[src/rtl/core/madp_pkg.sv]
package madp_pkg;

  localparam int TH_BITS = 16;
  localparam int CFG_IDX_BITS = 3;

  typedef enum logic [CFG_IDX_BITS-1:0] {
    CFG_LUMA_LOW    = 3'd0,
    CFG_LUMA_HIGH   = 3'd1,
    CFG_CHROMA_LOW  = 3'd2,
    CFG_CHROMA_HIGH = 3'd3,
    CFG_ELA_ENABLE  = 3'd4
  } cfg_reg_t;

  typedef logic [1:0] row_pos_t;
  localparam row_pos_t ROW_TOP    = 2'd1;
  localparam row_pos_t ROW_BOTTOM = 2'd2;

  // One division request moving down the divider stages.
  typedef struct packed {
    logic valid;
    logic en;
  } div_ctrl_t;

endpackage

[src/rtl/core/madp_div.sv]
module madp_div #(
  parameter int QW = 16,
  parameter int DW = 16
) (
  input  logic                  clk,
  input  logic                  rst_n,
  input  madp_pkg::div_ctrl_t   ctrl,
  input  logic [DW+QW-1:0]      in_num,
  input  logic [DW-1:0]         in_den,
  output logic                  out_valid,
  output logic [QW-1:0]         out_quot
);

  logic [DW+QW-1:0] x_r   [QW];
  logic [DW-1:0]    den_r [QW];
  logic             v_r   [QW];

  // One quotient bit per stage, restoring form; upper part is the remainder.
  for (genvar k = 0; k < QW; k++) begin : g_step
    logic [DW+QW-1:0] x_in;
    logic [DW-1:0]    d_in;
    logic             v_in;
    logic [DW:0]      r2;
    logic [DW:0]      diff;
    logic             ge;
    logic [DW+QW-1:0] x_nxt;

    if (k == 0) begin : g_first
      assign x_in = in_num;
      assign d_in = in_den;
      assign v_in = ctrl.valid;
    end else begin : g_next
      assign x_in = x_r[k-1];
      assign d_in = den_r[k-1];
      assign v_in = v_r[k-1];
    end

    always_comb begin
      r2    = {x_in[DW+QW-1:QW], x_in[QW-1]};
      diff  = r2 - {1'b0, d_in};
      ge    = (r2 >= {1'b0, d_in});
      x_nxt = {(ge ? diff[DW-1:0] : r2[DW-1:0]), x_in[QW-2:0], ge};
    end

    always_ff @(posedge clk) begin
      if (!rst_n) begin
        v_r[k] <= 1'b0;
      end else if (ctrl.en) begin
        v_r[k] <= v_in;
      end
      if (ctrl.en) begin
        x_r[k]   <= x_nxt;
        den_r[k] <= d_in;
      end
    end
  end

  assign out_valid = v_r[QW-1];
  assign out_quot  = x_r[QW-1][QW-1:0];

endmodule
[config.mk]
export PLATFORM = sky130hd
export DESIGN_NAME = madp_div
export DESIGN_NICKNAME = d
export VERILOG_FILES = /design/src/rtl/core/madp_pkg.sv /design/src/rtl/core/madp_div.sv
export SDC_FILE = /design/constraint.sdc
export NUM_CORES = 1
export LEC_CHECK = 0
export ABC_CLOCK_PERIOD_IN_PS = 3500
export BUFFER_PORTS_ARGS = -buffer_cell sky130_fd_sc_hd__buf_2
export CAP_MARGIN = 20
export CORE_UTILIZATION = 45
export CTS_BUF_LIST = sky130_fd_sc_hd__clkbuf_4
export CTS_CLUSTER_DIAMETER = 50
export DETAILED_ROUTE_END_ITERATION = 8
export GPL_TIMING_DRIVEN = 1
export PLACE_DENSITY = 0.71
export SYNTH_ARGS = -nofsm -noshare
export SYNTH_HDL_FRONTEND = slang
export SYNTH_SLANG_ARGS = --single-unit
[constraint.sdc]
create_clock -name clk -period 3.5 [get_ports clk]
set_input_delay 0.175 -clock clk [delete_from_list [all_inputs] [get_ports clk]]
set_output_delay 0.175 -clock clk [all_outputs]
set_load 0.05 [all_outputs]
# [Word-level counts from Yosys, hierarchy flattened]
# Memories as Yosys holds them, arrays and structs flattened.
# Index checks and enable logic that the tools add are counted.
[totals] ff_bits=0 ramBits=784 input_bits=52 output_inout_bits=17 wordCells=88 n_memories=3
[memory_table] memory="x_r" depth=16 word_bits=32 rd=16 rd_clocked_by_memory_dff=0 write_ports=16 line_no="madp_div.sv:14" source="logic [DW+QW-1:0] x_r [QW];"
[memory_table] memory="den_r" depth=16 word_bits=16 rd=15 rd_clocked_by_memory_dff=0 write_ports=16 line_no="madp_div.sv:15" source="logic [DW-1:0] den_r [QW];"
[memory_table] memory="v_r" depth=16 word_bits=1 rd=16 rd_clocked_by_memory_dff=0 write_ports=16 line_no="madp_div.sv:16" source="logic v_r [QW];"
[op_classes] n_addsub=16 order_cmp=16 n_mux=37 bitwise_logic=16
[op_table] op="$ge 17x16->1" count=16
[op_table] op="$mux 16" count=16
[op_table] op="$sub 16x16->16" count=16
[op_table] op="$mux 1" count=21
[op_table] op="$or 1x1->1" count=16

# [Logic depth before layout (Yosys ltp)]
# Gate-level depths: netlist (run 1).
[logic_depth] ltp_word=4 mapped_depth=12 ltp_nobuf=10

# [Worst setup path before layout (run 1)]
# Ideal clock, no wire load.
[synth_path] path_kind="register -> register" startpoint="memory x_r[13][18] (netlist bit)" endpoint="memory x_r[14][24] (netlist bit) (data pin)" setup_time_ns=0.260 arrival_time_ns=2.473 required_time_ns=3.240 path_slack_ns=0.767 path_stages_with_launch=10 n_path_buf=1 period_less_slack_ns=2.733 path_cell_list="edfxtp_1 -> ha_1 -> a21o_1 -> a21oi_2 -> a21oi_1 -> nand3b_1 -> a211o_1 -> a41oi_4 -> buf_6 -> mux2_2"
[synth_lines] element="start: declaration" line_no="madp_div.sv:14"

==> flow_metrics.env, run 1 <==
export IMPL_outcome="completed"
export IMPL_ys_warnings_count=0
export IMPL_global_route_wire_length_before_repair_mm=121.0
export IMPL_synthesis_area_um2=38280
export IMPL_dpl_hpwl_mm=51.85
export IMPL_ios=69
export IMPL_cp_startpoint_kind="primary input"
export IMPL_synth_compound_area_share_pct=11.67
export IMPL_synth_xor_area_share_pct=3.432
export IMPL_yosys_register_bits=752
export IMPL_total_wirelength_of_the_detailed_routed_design_mm=75.06
export IMPL_synth_cell_type_count=84
export IMPL_finish_utilization_pct=52.20
export IMPL_clkPwrFrac_pct=20.4
export IMPL_combinationalPowerShare_pct=41.5
export IMPL_combinational_family_with_the_most_area_after_synthesis="compound AO/OA/AOI/OAI gates"
export IMPL_layout_cells_most_common="sky130_fd_sc_hd__edfxtp_1"
export IMPL_timing_setup_critical_path_class="in -> reg"
export IMPL_area_growth_pct=14.48
export IMPL_viasPerCell=5.234
export IMPL_hold_path_class="in -> reg"
export IMPL_end_kind="flip-flop"
export IMPL_timing_final_setup_violations=0
export IMPL_timing_final_crit_period_ns=3.442
export IMPL_post_synth_and_or_nand_nor_area_fraction_pct=7.984
export IMPL_synth_flop_cell="sky130_fd_sc_hd__edfxtp_1"
export IMPL_total_negative_setup_slack_ns=0
export IMPL_final_period_utilization_pct=98.34
export IMPL_clock_tree_buffer_depth=3
export IMPL_grt_overflow_total=0
export IMPL_post_layout_total_power_mw=36.57
export IMPL_vias=24380
export IMPL_report_final_hold_viol_count=0
export IMPL_tritoncts_num_sinks=752
export IMPL_timing_max_slew_rel_slack_pct=31.36
export IMPL_cp_arrival_ns=4.23
export IMPL_crit_required_ns=4.29
export IMPL_cts_root_buffer_cell="sky130_fd_sc_hd__clkbuf_4"
export IMPL_sw_frac_of_total_pct=34.81
export IMPL_power_density_nw_per_um2=834.4
export IMPL_grt_start_max_net_pins=106
export IMPL_initial_core_util_pct=45.60
export IMPL_synth_area_top_cells="sky130_fd_sc_hd__edfxtp_1, sky130_fd_sc_hd__ha_1, sky130_fd_sc_hd__mux2_2"
export IMPL_antenna_found_initial=2
export IMPL_gr_usage_all_layers_pct=17.64
export IMPL_clk_latency_ns=1.05
export IMPL_critical_path_peak_fanout=2
export IMPL_num_rows=106
export IMPL_layout_cells_most_common_list="sky130_fd_sc_hd__edfxtp_1, sky130_fd_sc_hd__inv_1, sky130_fd_sc_hd__clkbuf_4, sky130_fd_sc_hd__ha_1, sky130_fd_sc_hd__nand2_1"
export IMPL_leakagePower_nw=17.73
export IMPL_place_worst_setup_slack_ns=0.3566
export IMPL_timing_max_transition_violations_final=0
export IMPL_synth_enable_flop_cells=751
export IMPL_synth_largest_area_cell="sky130_fd_sc_hd__edfxtp_1"
export IMPL_placeableCoreArea_um2=83950
export IMPL_timing_fmax_mhz=290.6
export IMPL_first_pass_iters=5
export IMPL_route_detailed_drc=0
export IMPL_synth_async_reset_ratio_pct=0
export IMPL_tritoncts="yes"
export IMPL_design_die_area_um2=86250
export IMPL_drt_iter0_markers=1457
export IMPL_vdd_drop_max_mv=0.3355
export IMPL_gp_congestion=0.8964
export IMPL_die_height_um=293.7
export IMPL_synth_yosys_seq_area_share_pct=58.96
export IMPL_synth_fp_nets=3322
export IMPL_placedInstanceArea_um2=40170
export IMPL_finalClockSkew_ns=0.06413
export IMPL_htree_levels=4
export IMPL_multiplexer_share_of_the_synthesized_area_pct=4.932
export IMPL_netlist_instances=2999
export IMPL_design_final_nets=3698
export IMPL_worst_setup_hold_path_clk_slew_ns=0.06
export IMPL_post_synth_cell_area_avg_um2=12.77
export IMPL_post_synth_fa_ha_maj_area_fraction_pct=9.151
export IMPL_setup_repair_after_global_routing_missed_its_margin="no"
export IMPL_place_port_buffers=68
export IMPL_first_global_vias=24220
export IMPL_die_x_um=293.7
export IMPL_timing_worst_slew_pin_value_ns=1.030
export IMPL_max_cap_viol_count=0
export IMPL_cts_made_buffers=197
export IMPL_net_switching_power_mw=12.73
export IMPL_postRouteAntennaNets=0
export IMPL_postCtsSetupRepairBufs=0
export IMPL_routed_wire_length_per_instance_um=16.11
export IMPL_synth_top_area_share_pct=58.91
export IMPL_internal_power_mw=23.84
export IMPL_power_share_sequential_pct=38.1
export IMPL_finalWorstSetupSlack_ns=0.05826
export IMPL_final_layout_size_suffix_gt1_share_pct=16.88
export IMPL_layout_cell_area_non_filler_um2=43820
==> synth_stat cells, types with 6 or more instances <==
master,instances
sky130_fd_sc_hd__a211o_1,9
sky130_fd_sc_hd__a211oi_1,27
sky130_fd_sc_hd__a21boi_0,13
sky130_fd_sc_hd__a21o_1,54
sky130_fd_sc_hd__a21oi_1,156
sky130_fd_sc_hd__a221oi_1,8
sky130_fd_sc_hd__a31o_2,7
sky130_fd_sc_hd__a31oi_1,25
sky130_fd_sc_hd__and2_1,18
sky130_fd_sc_hd__and3_1,43
sky130_fd_sc_hd__buf_2,14
sky130_fd_sc_hd__buf_4,9
sky130_fd_sc_hd__buf_6,6
sky130_fd_sc_hd__clkbuf_1,13
sky130_fd_sc_hd__edfxtp_1,751
sky130_fd_sc_hd__fa_1,15
sky130_fd_sc_hd__ha_1,256
sky130_fd_sc_hd__inv_1,323
sky130_fd_sc_hd__mux2_2,129
sky130_fd_sc_hd__mux2_4,7
sky130_fd_sc_hd__mux2i_1,33
sky130_fd_sc_hd__nand2_1,162
sky130_fd_sc_hd__nand2b_1,33
sky130_fd_sc_hd__nand3_1,41
sky130_fd_sc_hd__nand4_1,30
sky130_fd_sc_hd__nor2_1,149
sky130_fd_sc_hd__nor2b_1,40
sky130_fd_sc_hd__nor3_1,39
sky130_fd_sc_hd__nor4_1,7
sky130_fd_sc_hd__o211ai_1,14
sky130_fd_sc_hd__o21a_1,62
sky130_fd_sc_hd__o21ai_0,155
sky130_fd_sc_hd__o21bai_1,10
sky130_fd_sc_hd__o22ai_1,8
sky130_fd_sc_hd__o311ai_0,8
sky130_fd_sc_hd__o31a_1,15
sky130_fd_sc_hd__o31ai_1,28
sky130_fd_sc_hd__o41ai_1,8
sky130_fd_sc_hd__or2_2,11
sky130_fd_sc_hd__or3_1,12
sky130_fd_sc_hd__xnor2_1,97
sky130_fd_sc_hd__xor2_1,53
==> final timing paths <==
kind	startpoint	endpoint	slack [ns]	depth (start not counted)
setup / recovery	in_num[15]	x_r[0][30]$_DFFE_PP_	0.06	14
hold / removal	rst_n	v_r[3][1]$_DFFE_PP_	0.22	3
setup reg to reg	den_r[0][123]$_DFFE_PP_	x_r[8][20]$_DFFE_PP_	0.35	9
hold reg to reg	x_r[7][0]$_DFFE_PP_	x_r[8][1]$_DFFE_PP_	0.39	0
==> power groups by stage <==
stage / sequential [mW] / combinational, mW / clock [mW]
after global placement: 14.1 / 14.6 / 0
after CTS: 13.9 / 15.1 / 7.78
after detailed placement: 14.1 / 14.8 / 0
after global routing: 14.1 / 16.8 / 8.21
final: 13.9 / 15.2 / 7.45
after floorplan: 13.6 / 11.8 / 0
==> area by class of cell <==
type	instances	area, um^2
tap	1134	1419
timing repair buffer	222	1887
clock buffer	282	2117
clock inverter	62	350.3
sequential	752	22570
antenna	4	10.01
inverter	323	1212
multi-input combinational	1879	14260
fill	7189	40130
==> metal layers <==
metal	wire (um)	global-route usage [%]	vias to the layer above	part of all wire (%)
li1	-	-	12080	-
met1	32450	21.57	11550	43
met2	36670	29.83	590	49
met3	3783	3.935	160	5.0
met4	2164	7.838	0	2.9
met5	0	0	-	0
==> per-stage QoR <==
step,hold slack [ns],instances
after floorplan,0.2739,2999
after global placement,0.3531,4193
after detailed placement,0.3541,4193
after CTS,0.06605,4654
final,0.2247,4658
after global routing,0.1310,4658
==> worst max-delay path, cell delays in order <==
cell and delay [ns]:
sky130_fd_sc_hd__dlygate4sd3_1 0.53, sky130_fd_sc_hd__buf_2 0.10, sky130_fd_sc_hd__dlygate4sd3_1 0.54, sky130_fd_sc_hd__inv_1 0.06, sky130_fd_sc_hd__ha_1 0.23, sky130_fd_sc_hd__fa_1 0.43
sky130_fd_sc_hd__nor2b_1 0.21, sky130_fd_sc_hd__o211ai_1 0.12, sky130_fd_sc_hd__a21boi_1 0.28, sky130_fd_sc_hd__o311ai_0 0.27, sky130_fd_sc_hd__o22ai_1 0.35, sky130_fd_sc_hd__mux2i_1 0.12
sky130_fd_sc_hd__mux2_4 0.27, sky130_fd_sc_hd__dlygate4sd3_1 0.56
==> logic make-up after synthesis <==
family | Yosys count
flops | 752
buf+inv | 368
xor+xnor | 150
simple gates | 618
mux | 169
compound gates | 671
fa+ha+maj | 271
==> state kept, by name, indices dropped and copies added, names as in the netlist <==
name,flops
v_r,16
den_r,240
x_r,496
==> repair_timing <==
item / CTS / global route
endpoints found under the setup margin: 0 / 13
resized for setup: 0 / 2
hold endpoints to repair: 783 / 0
hold buffers: 117 / 0
Power figures use the tool's default switching activity.
==> run 2: changes to the inputs <==
- CELL_PAD_IN_SITES_DETAIL_PLACEMENT: unset -> 1
- CELL_PAD_IN_SITES_GLOBAL_PLACEMENT: unset -> 1
- CTS_BUF_LIST: sky130_fd_sc_hd__clkbuf_4 -> unset
- PLACE_DENSITY: 0.71 -> 0.81
==> flow_metrics.env, run 2 (synthesized netlist as in run 1, its figures left out) <==
export IMPL_global_route_wire_length_before_repair_mm=136.8
export IMPL_finalClockSkew_ns=0.03643
export IMPL_cts_root_buffer_cell="sky130_fd_sc_hd__clkbuf_16"
export IMPL_fillers=8465
export IMPL_design_final_nets=3536
export IMPL_wirelength_met1_mm=33.94
export IMPL_final_period_utilization_pct=91.55
export IMPL_placeableCoreArea_um2=83950
export IMPL_timing_max_slew_rel_slack_pct=31.65
export IMPL_reg_top3="x_r x496, den_r x240, v_r x16"
export IMPL_route_met3_wl_mm=2.513
export IMPL_power_density_nw_per_um2=907.6
export IMPL_vdd_drop_max_mv=0.4908
export IMPL_ios=69
export IMPL_clkPwrFrac_pct=25.7
export IMPL_area_growth_pct=15.16
export IMPL_finalWorstSetupSlack_ns=0.2959
export IMPL_finish_utilization_pct=52.51
export IMPL_timing_final_crit_period_ns=3.204
export IMPL_max_cap_viol_count=0
export IMPL_crit_slowest_cell="sky130_fd_sc_hd__a2111o_1"
export IMPL_gr_usage_all_layers_pct=19.86
export IMPL_htree_levels=3
export IMPL_first_global_vias=26230
export IMPL_clk_latency_ns=0.66
export IMPL_place_port_buffers=68
export IMPL_dp_cells=4195
export IMPL_clock_tree_buffer_depth=3
export IMPL_worst_setup_hold_path_clk_slew_ns=0.06
export IMPL_crit_required_ns=3.86
export IMPL_cp_arrival_ns=3.56
export IMPL_total_negative_setup_slack_ns=0
export IMPL_post_cts_resized=0
export IMPL_first_pass_iters=5
export IMPL_end_kind="flip-flop"
export IMPL_layout_cells_most_common="sky130_fd_sc_hd__edfxtp_1"
export IMPL_leakagePower_nw=17.63
export IMPL_outcome="completed"
export IMPL_register_name_with_the_most_flops="x_r"
export IMPL_viasPerCell=5.438
export IMPL_path_cells="ha_1 > a21o_1 > a221o_1 > a21o_1 > a2111o_1 > a41oi_4 > buf_4 > o21ai_0"
export IMPL_worst_path_largest_cell_delay_ns=0.44
export IMPL_dpl_hpwl_mm=60.58
export IMPL_timing_worst_slew_pin_value_ns=1.025
export IMPL_vias=24110
export IMPL_number_of_flip_flops_under_the_largest_register_name=496
export IMPL_dr_max_layer_used="met4"
export IMPL_combinationalPowerShare_pct=39.4
export IMPL_report_final_hold_viol_count=0
export IMPL_hold_path_class="in -> reg"
export IMPL_layout_cells_most_common_list="sky130_fd_sc_hd__edfxtp_1, sky130_fd_sc_hd__inv_1, sky130_fd_sc_hd__ha_1, sky130_fd_sc_hd__nand2_1, sky130_fd_sc_hd__a21oi_1"
export IMPL_route_detailed_drc=0
export IMPL_critical_path_top_cell_by_count="sky130_fd_sc_hd__a21o_1"
export IMPL_timing_final_setup_violations=0
export IMPL_internal_power_mw=26.21
export IMPL_timing_max_transition_violations_final=0
export IMPL_die_x_um=293.7
export IMPL_drt_iter0_markers=1207
export IMPL_tritoncts="yes"
export IMPL_antenna_found_initial=0
export IMPL_postRouteAntennaNets=0
export IMPL_setup_repair_after_global_routing_missed_its_margin="no"
export IMPL_num_rows=106
export IMPL_timing_fmax_mhz=312.1
export IMPL_power_share_sequential_pct=34.9
export IMPL_design_die_area_um2=86250
export IMPL_final_layout_size_suffix_gt1_share_pct=13.73
export IMPL_timing_setup_critical_path_class="reg -> reg"
export IMPL_tritoncts_num_sinks=752
export IMPL_net_switching_power_mw=13.80
export IMPL_routed_wl_met2_mm=44.89
export IMPL_grt_start_max_net_pins=125
export IMPL_insertedDiodeCount=0
export IMPL_total_wirelength_of_the_detailed_routed_design_mm=84.43
export IMPL_routed_wire_length_per_instance_um=19.05
export IMPL_grt_overflow_total=0
export IMPL_final_cell_count_no_fill=4433
export IMPL_cp_startpoint_kind="flip-flop"
export IMPL_place_worst_setup_slack_ns=0.3462
export IMPL_initial_core_util_pct=45.60
export IMPL_cts_made_buffers=100
export IMPL_sw_frac_of_total_pct=34.50
export IMPL_gp_congestion=0.8651
export IMPL_postCtsSetupRepairBufs=0
export IMPL_die_height_um=293.7
export IMPL_critical_path_peak_fanout=23
[run 2: power by group through the flow]
stage / Sequential (mW) / Combinational (mW) / Clock [mW]
after CTS: 14.0 / 15.8 / 10.5
final: 14.0 / 15.7 / 10.3
after global routing: 14.2 / 17.4 / 10.9
after floorplan: 13.6 / 11.8 / 0
after global placement: 14.0 / 14.8 / 0
after detailed placement: 14.1 / 15.5 / 0
[run 2: final cells by class]
type                       count  area, um^2  area share [%]
clock buffer                 122        2670           6.057
tap                         1134        1419           3.218
inverter                     323        1212           2.750
multi-input combinational   1879       14250           32.33
sequential                   752       22570           51.20
timing repair buffer         157        1244           2.821
clock inverter                66       715.7           1.623
[run 2: what timing repair did]
| item | 4_1_cts | 5_1_grt |
|---|---|---|
| hold buffers | 50 | 0 |
| setup endpoints to repair | 0 | 0 |
| hold endpoints to repair | 53 | 0 |
[run 2: stage by stage]
step	hold WS, ns	power [mW]	area (um^2)
floorplan	0.2739	25.43	38280
global placement	0.3517	28.89	40200
detailed placement	0.3538	29.67	40200
CTS	0.2013	40.33	44080
global route	0.2179	42.45	44080
finish	0.2445	40.01	44080
[run 2: routing by layer]
layer / vias to the layer above / track usage (%)
li1: 11620 / -
met1: 11930 / 22.20
met2: 370 / 37.39
met3: 184 / 2.908
met4: 0 / 8.257
met5: - / 0
[run 2: path summary, 6_finish.rpt]
path,to,startpoint,depth (start not counted),slack [ns]
worst max register to register,x_r[8][23]$_DFFE_PP_,x_r[7][26]$_DFFE_PP_,8,0.30
worst max-delay path,x_r[8][23]$_DFFE_PP_,x_r[7][26]$_DFFE_PP_,8,0.30
worst min-delay path,x_r[0][14]$_DFFE_PP_,in_num[13],2,0.24
worst min register to register,x_r[7][14]$_DFFE_PP_,x_r[6][13]$_DFFE_PP_,0,0.40
[run 2: critical path: cells and delay by family, from the launching register on]
kind	cells	cell delay, ns
AO/OA/AOI/OAI	6	1.77
adder cells (fa/ha/maj)	1	0.40
buffers and inverters	1	0.32
flip-flops	1	0.41
==> run 3: changes to the inputs <==
- CORE_ASPECT_RATIO: unset -> 1.75
==> flow_metrics.env, run 3 (synthesized netlist as in run 1, its figures left out) <==
export IMPL_outcome="completed"
export IMPL_power_share_sequential_pct=35.2
export IMPL_net_switching_power_mw=13.94
export IMPL_vdd_drop_max_mv=0.4785
export IMPL_cts_made_buffers=78
export IMPL_dr_max_layer_used="met4"
export IMPL_finalClockSkew_ns=0.03394
export IMPL_number_of_flip_flops_under_the_largest_register_name=496
export IMPL_clock_tree_buffer_depth=3
export IMPL_leakagePower_nw=17.43
export IMPL_clkPwrFrac_pct=22.4
export IMPL_sw_frac_of_total_pct=35.70
export IMPL_htree_levels=3
export IMPL_design_die_area_um2=86290
export IMPL_route_detailed_drc=0
export IMPL_end_kind="flip-flop"
export IMPL_design_final_nets=3535
export IMPL_total_wirelength_of_the_detailed_routed_design_mm=89.75
export IMPL_combinationalPowerShare_pct=42.4
export IMPL_hold_path_class="in -> reg"
export IMPL_tritoncts_num_sinks=752
export IMPL_worst_setup_hold_path_clk_slew_ns=0.06
export IMPL_critPathCapture="x_r[6][30]$_DFFE_PP_"
export IMPL_global_route_wire_length_before_repair_mm=141.1
export IMPL_layout_cells_most_common_list="sky130_fd_sc_hd__edfxtp_1, sky130_fd_sc_hd__inv_1, sky130_fd_sc_hd__ha_1, sky130_fd_sc_hd__nand2_1, sky130_fd_sc_hd__a21oi_1"
export IMPL_regToRegEndpoint="x_r[6][30]$_DFFE_PP_"
export IMPL_routed_wire_length_per_instance_um=20.65
export IMPL_worstSetupStartpoint="x_r[5][15]$_DFFE_PP_"
export IMPL_dpl_hpwl_mm=65.82
export IMPL_setup_repair_after_global_routing_missed_its_margin="no"
export IMPL_timing_fmax_mhz=313.3
export IMPL_tritoncts="yes"
export IMPL_timing_max_slew_rel_slack_pct=34.42
export IMPL_postRouteAntennaNets=0
export IMPL_timing_max_transition_violations_final=0
export IMPL_grt_start_max_net_pins=116
export IMPL_critical_path_peak_fanout=4
export IMPL_power_density_nw_per_um2=896.4
export IMPL_drt_iter0_markers=995
export IMPL_r2r_slack_ns=0.31
export IMPL_timing_setup_critical_path_class="reg -> reg"
export IMPL_timing_worst_slew_pin_value_ns=0.9837
export IMPL_initial_core_util_pct=45.40
export IMPL_internal_power_mw=25.11
export IMPL_crit_required_ns=3.98
export IMPL_wirelength_met1_mm=25.59
export IMPL_route_met3_wl_mm=2.143
export IMPL_num_rows=141
export IMPL_layout_cell_area_non_filler_um2=43560
export IMPL_first_global_vias=27840
export IMPL_total_negative_setup_slack_ns=0
export IMPL_clk_latency_ns=0.67
export IMPL_gp_congestion=0.9044
export IMPL_placedInstanceArea_um2=40380
export IMPL_insertedDiodeCount=0
export IMPL_grt_overflow_total=0
export IMPL_reg2regPathDepth=11
export IMPL_report_final_hold_viol_count=0
export IMPL_max_cap_viol_count=0
export IMPL_vias=24460
export IMPL_crit_reg2reg_launch="x_r[5][15]$_DFFE_PP_"
export IMPL_fin_worst_hold_slack_ns=0.04941
export IMPL_place_port_buffers=68
export IMPL_die_x_um=222.5
export IMPL_area_growth_pct=13.79
export IMPL_first_pass_iters=5
export IMPL_final_layout_size_suffix_gt1_share_pct=13.25
export IMPL_ios=69
export IMPL_antenna_found_initial=0
export IMPL_layout_cells_most_common="sky130_fd_sc_hd__edfxtp_1"
export IMPL_finish_utilization_pct=51.66
export IMPL_placeableCoreArea_um2=84330
export IMPL_viasPerCell=5.628
export IMPL_cp_startpoint_kind="flip-flop"
export IMPL_die_height_um=387.8
export IMPL_cts_root_buffer_cell="sky130_fd_sc_hd__clkbuf_16"
export IMPL_final_period_utilization_pct=91.20
export IMPL_register_name_with_the_most_flops="x_r"
export IMPL_timing_final_crit_period_ns=3.192
export IMPL_reg_top3="x_r x496, den_r x240, v_r x16"
export IMPL_cp_arrival_ns=3.67
export IMPL_timing_final_setup_violations=0
export IMPL_gr_usage_all_layers_pct=21.04
export IMPL_routed_wl_met2_mm=54.88
-- run 3: cell types whose count changed in the layout (fill, tap and decap cells not counted), moves of 3 or more --
cell,delta
sky130_fd_sc_hd__buf_12,+8
sky130_fd_sc_hd__inv_6,-8
sky130_fd_sc_hd__buf_4,+13
sky130_fd_sc_hd__clkinv_1,+5
sky130_fd_sc_hd__clkbuf_1,-10
sky130_fd_sc_hd__clkinv_4,-7
sky130_fd_sc_hd__clkbuf_16,-26
sky130_fd_sc_hd__inv_16,+3
-- run 3: stage by stage --
stage                     total power, mW  cells  worst slack [ns]
final                               39.05   4347            0.3080
after global routing                41.26   4347            0.1361
after CTS                           39.35   4347            0.2713
after detailed placement            30.28   4154            0.2863
after global placement              29.37   4154            0.3478
after floorplan                     25.43   2999            0.7669
-- run 3: layer usage --
layer	vias up	global-route usage, %
met5	-	0
met2	444	45.32
met1	12160	15.27
met3	287	3.220
met4	0	15.97
li1	11580	-
-- run 3: power by group through the flow --
stage,clock network [mW],registers (mW),logic [mW]
5_1_grt,9.24,13.9,18.1
3_5_place_dp,0,13.9,16.3
6_report,8.74,13.8,16.5
4_1_cts,8.98,13.8,16.6
3_3_place_gp,0,13.8,15.6
2_1_floorplan,0,13.6,11.8
-- run 3: cell type report --
| type | instances | area (um^2) |
|---|---|---|
| clock buffers | 87 | 1996 |
| flip-flops and latches | 752 | 22570 |
| inverters | 323 | 1212 |
| repair buffers | 178 | 1501 |
| fillers | 8530 | 40770 |
| well taps | 1072 | 1341 |
| multi-input cells | 1879 | 14250 |
| clock inverters | 56 | 686.9 |
-- run 3: critical path: stages, from the launching register on --
cell and delay [ns]:
sky130_fd_sc_hd__edfxtp_1 0.58, sky130_fd_sc_hd__inv_1 0.09, sky130_fd_sc_hd__ha_1 0.24, sky130_fd_sc_hd__fa_1 0.41, sky130_fd_sc_hd__nor2b_1 0.19, sky130_fd_sc_hd__o31a_1 0.21, sky130_fd_sc_hd__o31ai_1 0.08, sky130_fd_sc_hd__buf_4 0.16
sky130_fd_sc_hd__a21oi_1 0.28, sky130_fd_sc_hd__nor3_1 0.16, sky130_fd_sc_hd__or3_1 0.38, sky130_fd_sc_hd__a31oi_1 0.22
-- run 3: worst min path at each step --
stage          startpoint                    end  depth (start not counted)
3_3_place_gp    in_num[0]    x_r[0][1]$_DFFE_PP_                          1
2_1_floorplan   in_den[0]  den_r[0][0]$_DFFE_PP_                          0
5_1_grt           ctrl[0]    x_r[0][6]$_DFFE_PP_                          1
3_5_place_dp    in_num[1]    x_r[0][2]$_DFFE_PP_                          1
4_1_cts           ctrl[0]   x_r[7][13]$_DFFE_PP_                          1
6_report          ctrl[0]    x_r[0][6]$_DFFE_PP_                          1
-- run 3: what timing repair did --
| action | in CTS | in global routing |
|---|---|---|
| gates resized for setup | 0 | 0 |
| setup buffers | 0 | 0 |
| hold buffers | 50 | 0 |
| endpoints found under the hold margin | 63 | 0 |
